==> config.mk <==
export PLATFORM = sky130hd
export DESIGN_NAME = aht_ram
export DESIGN_NICKNAME = d
export VERILOG_FILES = /design/src/hdl/aht_ram.sv
export SDC_FILE = /design/constraint.sdc
export NUM_CORES = 1
export LEC_CHECK = 0
export BUFFER_PORTS_ARGS = -buffer_cell sky130_fd_sc_hd__buf_2
export CAP_MARGIN = 20
export CORE_MARGIN = 2
export CORE_UTILIZATION = 48
export DETAILED_ROUTE_END_ITERATION = 10
export PLACE_DENSITY = 0.83
export SYNTH_ARGS = -nofsm -noshare
export SYNTH_HDL_FRONTEND = slang
export SYNTH_SLANG_ARGS = --single-unit
==> constraint.sdc <==
create_clock -name clock -period 1.1 [get_ports clock]
set_input_delay 0.055 -clock clock [delete_from_list [all_inputs] [get_ports clock]]
set_output_delay 0.055 -clock clock [all_outputs]
set_load 0.02 [all_outputs]
==> src/hdl/aht_ram.sv <==
// ----------------------------------------------------------------------------
// aht_ram
// Generic single write port, single read port RAM with registered read data.
// ----------------------------------------------------------------------------
module aht_ram #(
   parameter int WIDTH = 8,
   parameter int DEPTH = 2
) (
   input  logic                     clock,
   input  logic                     wr_en,
   input  logic [$clog2(DEPTH)-1:0] wr_addr,
   input  logic [WIDTH-1:0]         wr_data,
   input  logic [$clog2(DEPTH)-1:0] rd_addr,
   output logic [WIDTH-1:0]         rd_data
);

   logic [WIDTH-1:0] mem_ff [DEPTH];
   logic [WIDTH-1:0] rd_data_ff;

   // write and registered read
   always_ff @(posedge clock) begin
      if (wr_en) begin
         mem_ff[wr_addr] <= wr_data;
      end
      rd_data_ff <= mem_ff[rd_addr];
   end

   assign rd_data = rd_data_ff;

endmodule

* Word-level counts from Yosys, hierarchy flattened *
Memory sizes are Yosys's and may differ from the RTL's. A register that Yosys moved wholly into a read port is not among the register bits.
Cells that the tools add are included.

word-level totals
  register bits after elaboration = 0
  RAM bits = 16
  input bits = 12
  output and inout port bits = 8
  logic and storage cells = 3
  memories kept = 1

memories
  name    words  bits a word  rd ports  clocked after memory_dff  write ports  RTL line  text
  mem_ff  2      8            1         1                         1            17        logic [WIDTH-1:0] mem_ff [DEPTH];

operators by class
  mux-type cells = 2

operators with widths
  cell     number
  $mux W1  2

* Logic depth before layout (Yosys ltp) *
Gate-level depths: netlist (run 1).

  depth in word-level cells = 2
  gate-level depth with buffers = 2
  gate-level depth less buffers = 1

* Worst setup path before layout (run 1) *
OpenSTA, ideal clock, no wires.

  kind = input port to flip-flop
  start = input wr_en
  end = memory mem_ff[0][0], enable pin
  library setup time = 373 ps
  arrival = 475 ps
  required time = 727 ps
  slack = 252 ps
  stages = 1
  path buffers = 0
  cells stage by stage = nor2b_1

on the way
  word-level cells in the longest chain between the ends = 2

RTL lines
  element                        RTL line  text
  start: declaration             10        input logic wr_en,
  $mux W1                        22        if (wr_en) begin
  $mux W1 (not written as such)  23        mem_ff[wr_addr] <= wr_data;
  end: declaration               17

Every way passes these cells.

* Final worst setup path (run 1) *
  start = register rd_data_ff[5] (netlist: rd_data[5]), read port of mem_ff
  end = output rd_data[5]

RTL lines
  element             RTL line  text
  start: declaration  18        logic [WIDTH-1:0] rd_data_ff;
  end: declaration    14        output logic [WIDTH-1:0] rd_data

No word-level cell between the ends.

==> flow_metrics.py, run 1 <==
metrics = {
    "outcome": {
        "run_status": "completed",
    },
    "sta": {
        "max_freq_ghz": 1.20,
        "finalMaxSlewViolations": 0,
        "grt_setup_unrepaired": "no",
        "maxSlewHeadroom": 0.753,
        "hold-worst-slack_ns": 0.171,
        "tcrit_tclk_final": 0.760,
        "final.min_clock_period_ns": 0.836,
        "finalSetupViolCount": 0,
        "report.final.hold_viol_count": 0,
        "fin_worst_skew_ns": 0.00461,
        "setup_ws_ns": 0.264,
        "fin_setup_tns_ns": 0,
        "tightestPinTransition_ns": 0.371,
    },
    "grt": {
        "grt_first_pass_wirelength_um": 1550,
        "grt_usage": 0.114,
        "pin_count_of_the_biggest_net_entering_global_routing": 14,
        "antenna_found_initial": 0,
        "vias_in_the_first_global_route": 353,
        "grt.overflow.total": 0,
    },
    "logic_synthesis": {
        "synth-compound-area-share": 0,
        "synthesized_area_fraction_occupied_by_xor_and_xnor_cells": 0,
        "synth_largest_type_area_fraction": 0.612,
        "muxShareOfSynthArea": 0.153,
        "syn-mean-instance-area_um2": 22.4,
        "simple_gate_area_share_of_the_yosys_netlist": 0.0159,
        "yosys_register_bits": 24,
        "synthesis.yosys.warnings": 0,
        "synth_adder_area_share": 0,
        "synth_sequential_area_ratio": 0.817,
        "ys_top_cells_by_area": "edfxtp_1, dfxtp_1, mux2_4",
        "synth_top_family_by_area": "multiplexers",
        "netlist.top_cell.by_area": "edfxtp_1",
        "post_synth_num_cell_types": 6,
        "postSynthNetCount": 47,
        "post_synth_instance_area_um2": 785,
        "post_synth_inst_count": 35,
    },
    "critical_path": {
        "crit_cells": 1,
        "r2r_cells": 1,
        "path_cells": "buf_2",
        "crit_family": "flip-flops",
        "critical_path.startpoint_type": "register",
        "worst-endpoint-required_ns": 1.04,
        "crit_arrival_ns": 0.78,
        "timing.rr.start": "mem_ff[0][0]",
        "timing.setup.critical_path_class": "reg -> out",
        "bufs_and_invs_on_worst_path": 1,
        "cp_slowest_cell": "dfxtp_1",
        "setup.reg_to_reg.worst_slack_ns": 0.34,
        "critPathCaptureType": "output port",
        "critical_path.max_stage_delay_ns": 0.33,
        "critical_path.max_fanout": 1,
        "critical_path.endpoint": "rd_data[5]",
        "critical_path.startpoint": "rd_data[5]",
        "crit-reg2reg-capture": "rd_data[0]",
    },
    "power": {
        "power.clock.fraction": 0.228,
        "pwr_dens_mw_per_mm2": 1580,
        "vdd_ir_drop_max_mv": 0.983,
        "total_power_mw": 1.58,
        "static-leakage-power_nw": 0.417,
        "power.net_switching_mw": 0.325,
        "internal_power_mw": 1.26,
        "switching_share": 0.205,
        "pwr-share-seq": 0.662,
        "comb_power_share": 0.109,
    },
    "cts": {
        "clock_sink_count": 24,
        "clock_latency_ns": 0.30,
        "clkTransAtPathRegs_ns": 0.12,
        "clock_tree_root": "clkbuf_4",
        "cts-root-to-sink-buffers": 2,
        "cts_inserted_buffers": 3,
        "cts.repair_timing.setup_buffer_count": 0,
        "clock_tree.htree_level_count": 1,
        "tritoncts": "done",
    },
    "cells_and_area": {
        "final_nets": 79,
        "postLayoutCellArea_mm2": 0.00100,
        "post_layout_nonfiller_instances": 82,
        "finalCoreUtilization": 0.658,
        "area.growth.synth_to_final_pct": 27.8,
        "number_of_inserted_filler_cells_in_the_final_layout": 108,
        "post_route_cells_drive_above_1_share": 0.470,
        "antenna_cells": 0,
    },
    "die": {
        "core_area_mm2": 0.00152,
        "die_w_um": 44.4,
        "standard_cell_row_count": 14,
        "die-height_um": 44.4,
        "io_pins": 20,
        "floorplan_die_area_mm2": 0.00197,
        "starting_utilization_of_the_core_area": 0.515,
    },
    "min_path": {
        "min-delay-path-class": "in -> reg",
    },
    "route": {
        "average_detailed_routed_wire_length_per_instance_um": 12.5,
        "drtPass1Iterations": 4,
        "final_wirelength_um": 1020,
        "detail-route-antenna-nets": 0,
        "drt-vias-per-instance": 4.63,
        "drt_iter0_drc": 1,
        "detailroute.via_count": 380,
        "remaining_drc_errors": 0,
    },
    "place": {
        "globalplace.congestion": 0.621,
        "cell_total_after_placement": 70,
        "dp_worst_setup_slack_ns": 0.249,
        "postPlaceCellArea_um2": 896,
        "io_buffer_count": 19,
    },
    "job": {
        "cap_viol_max_count": 0,
    },
}
==> power by group through the flow <==
stage	Sequential (mW)	Combinational (mW)	Clock, mW
2_1_floorplan	1.10	0.0621	0
3_3_place_gp	1.07	0.149	0
3_5_place_dp	1.07	0.152	0
4_1_cts	1.05	0.173	0.372
5_1_grt	1.05	0.184	0.412
6_report	1.05	0.173	0.361
==> synth_stat cells <==
master,n
nor2b_1,1
and2_1,1
edfxtp_1,16
dfxtp_1,8
buf_6,1
mux2_4,8
==> repair_timing <==
action                    4_1_cts  5_1_grt
hold endpoints to repair       16        0
gates resized for setup         0        0
hold buffers                    8        0
==> metal layers <==
layer  global-route usage  part of all wire  wire, um
met5                    0                 0         0
met4               0.0545                 0         0
met3               0.0286             0.081        83
met2                0.194              0.52       533
met1                0.135              0.40       405
==> cells in the final DEF, fill, tap and decap left out <==
cell / n
buf_4: 1
dfxtp_1: 8
clkbuf_4: 3
edfxtp_1: 16
mux2_4: 8
buf_2: 19
and2_1: 1
dlygate4sd3_1: 8
clkinv_1: 1
nor2b_1: 1
==> worst min-delay path by stage <==
stage,startpoint,end,slack (ns),cells past startpoint
floorplan,wr_data[0],mem_ff[0][0],0.15,0
global placement,wr_data[6],mem_ff[1][6],0.25,1
detailed placement,wr_data[1],mem_ff[0][1],0.25,1
CTS,rd_addr,rd_data[7],0.17,2
global route,rd_addr,rd_data[7],0.16,2
finish,rd_addr,rd_data[7],0.17,2
==> layout make-up <==
| type | instances | area [um^2] | share of cell area |
|---|---|---|---|
| Clock inverter | 1 | 3.75 | 0.00375 |
| Clock buffer | 3 | 22.5 | 0.0225 |
| Multi-Input combinational cell | 10 | 133 | 0.132 |
| Tap cell | 16 | 20.0 | 0.0200 |
| Timing Repair Buffer | 28 | 183 | 0.182 |
| Sequential cell | 24 | 641 | 0.639 |
==> sequential cells by signal, summed over array words and instances, names as in the netlist <==
| name | cells |
|---|---|
| rd_data | 8 |
| mem_ff | 16 |
==> cells by family (layout without fill, tap and decap cells) <==
kind of cell	Yosys count	count (layout)
and+or+nand+nor	2	2
buffers and inverters	1	32
muxes	8	8
DFF	24	24
Note: power is estimated with default switching activity, not from simulation.
==> run 2, diff against run 1 <==
- clock period: 1.1 -> 0.8 ns (I/O delays scaled with it)
==> run 2 against run 1 <==
Clock-buffer cell count unchanged. Non-clock buffer count up 2. Clock skew about the same. Sequential share of layout area down 4.4 points. Final area up 9.0%. Clock power up 37%. Sequential power up 39%. Flip-flop and latch count unchanged.
==> flow_metrics.py, run 2 (same netlist as run 1, synthesis figures left out) <==
metrics = {
    "cells_and_area": {
        "area.growth.synth_to_final_pct": 39.2,
        "largest_reg_flops": 16,
        "number_of_inserted_filler_cells_in_the_final_layout": 93,
        "postLayoutCellArea_mm2": 0.00109,
        "finalCoreUtilization": 0.717,
        "final_nets": 81,
        "top_register": "mem_ff",
        "mostFrequentLayoutCells": "edfxtp_1, buf_2",
        "post_route_cells_drive_above_1_share": 0.618,
        "antenna_cells": 0,
        "layout.cells.most_common": "edfxtp_1",
    },
    "sta": {
        "tightestPinTransition_ns": 0.241,
        "final.min_clock_period_ns": 0.794,
        "finalSetupViolCount": 0,
        "maxSlewHeadroom": 0.840,
        "grt_setup_unrepaired": "yes",
        "fin_worst_skew_ns": 0.00488,
        "report.final.hold_viol_count": 0,
        "tcrit_tclk_final": 0.992,
        "finalMaxSlewViolations": 0,
        "max_freq_ghz": 1.26,
    },
    "die": {
        "die_w_um": 44.4,
        "core_area_mm2": 0.00152,
        "die-height_um": 44.4,
        "floorplan_die_area_mm2": 0.00197,
        "standard_cell_row_count": 14,
        "starting_utilization_of_the_core_area": 0.515,
        "io_pins": 20,
    },
    "cts": {
        "clock_sink_count": 24,
        "tritoncts": "done",
        "clkTransAtPathRegs_ns": 0.12,
        "cts-root-to-sink-buffers": 2,
        "clock_tree.htree_level_count": 1,
        "cts.repair_timing.setup_buffer_count": 0,
        "clock_tree_root": "clkbuf_4",
        "cts_inserted_buffers": 3,
        "clock_latency_ns": 0.30,
    },
    "route": {
        "drtPass1Iterations": 2,
        "final_wirelength_um": 1000,
        "drt_iter0_drc": 5,
        "drt-vias-per-instance": 4.70,
        "detail-route-antenna-nets": 0,
        "detailroute.via_count": 395,
        "average_detailed_routed_wire_length_per_instance_um": 11.9,
        "remaining_drc_errors": 0,
    },
    "outcome": {
        "run_status": "completed",
    },
    "grt": {
        "global_route.usage.met3": 0.0490,
        "grt_first_pass_wirelength_um": 1600,
        "vias_in_the_first_global_route": 395,
        "grt.overflow.total": 0,
        "grt_use_met2": 0.212,
        "grt_usage": 0.119,
        "pin_count_of_the_biggest_net_entering_global_routing": 14,
        "grtUsageMet1": 0.136,
        "grt-busiest-layer": "met2",
        "antenna_found_initial": 0,
    },
    "place": {
        "postPlaceCellArea_um2": 926,
        "dp_hpwl_um": 705,
        "globalplace.congestion": 0.663,
        "io_buffer_count": 19,
    },
    "critical_path": {
        "critical_path.max_stage_delay_ns": 0.34,
        "bufs_and_invs_on_worst_path": 1,
        "crit_arrival_ns": 0.75,
        "path_cells": "buf_6",
        "critical_path.max_fanout": 1,
        "critPathCaptureType": "output port",
        "cp_slowest_cell": "dfxtp_2",
        "critical_path.startpoint_type": "register",
        "worst-endpoint-required_ns": 0.76,
        "crit_family": "flip-flops",
        "timing.setup.critical_path_class": "reg -> out",
    },
    "power": {
        "vdd_ir_drop_max_mv": 1.37,
        "pwr_dens_mw_per_mm2": 2060,
        "static-leakage-power_nw": 0.449,
    },
    "job": {
        "cap_viol_max_count": 0,
    },
    "min_path": {
        "min-delay-path-class": "in -> reg",
    },
}
## run 2: layer usage
| metal | vias up | routed length, um | part of all wire |
|---|---|---|---|
| met1 | 184 | 417 | 0.42 |
| met5 | - | 0 | 0 |
| met2 | 16 | 539 | 0.54 |
| li1 | 195 | - | - |
| met4 | 0 | 0 | 0 |
| met3 | 0 | 45 | 0.045 |
## run 2: where the power goes
| part | total [mW] | switching [mW] | internal (mW) |
|---|---|---|---|
| Sequential | 1.46 | 0.0321 | 1.43 |
| Clock | 0.495 | 0.314 | 0.181 |
| Combinational | 0.296 | 0.111 | 0.184 |
| Total | 2.25 | 0.457 | 1.79 |
## run 2: path summary, 6_finish.rpt
check               end  slack (ns)    startpoint  cells past startpoint
max          rd_data[5]       0.006    rd_data[5]                      1
min          rd_data[7]        0.16       rd_addr                      2
max reg2reg  rd_data[1]        0.02  mem_ff[1][1]                      1
min reg2reg  rd_data[6]        0.48  mem_ff[1][6]                      1
## run 2: cell type report
class | count | area [um^2] | share of cell area
tap | 16 | 20.0 | 0.0183
sequential | 24 | 651 | 0.596
clock buffer | 3 | 22.5 | 0.0206
clock inverter | 1 | 3.75 | 0.00344
multi-input combinational | 10 | 135 | 0.124
timing repair buffer | 30 | 260 | 0.238
## run 2: stage by stage
step	hold WS (ns)	TNS, ns	setup WS (ns)	std cells	power, mW
detailed placement	0.232	0	0.0318	72	1.70
global placement	0.231	0	0.0733	72	1.69
floorplan	0.139	0	0.0888	35	1.60
global route	0.141	-0.194	-0.0343	84	2.35
CTS	0.157	-0.00128	-0.00128	84	2.26
finish	0.158	0	0.00642	84	2.25
## run 2: timing repair
action	CTS	global route
resized for setup	18	6
hold buffers	8	0
setup endpoints to repair	8	9
hold endpoints to repair	16	0
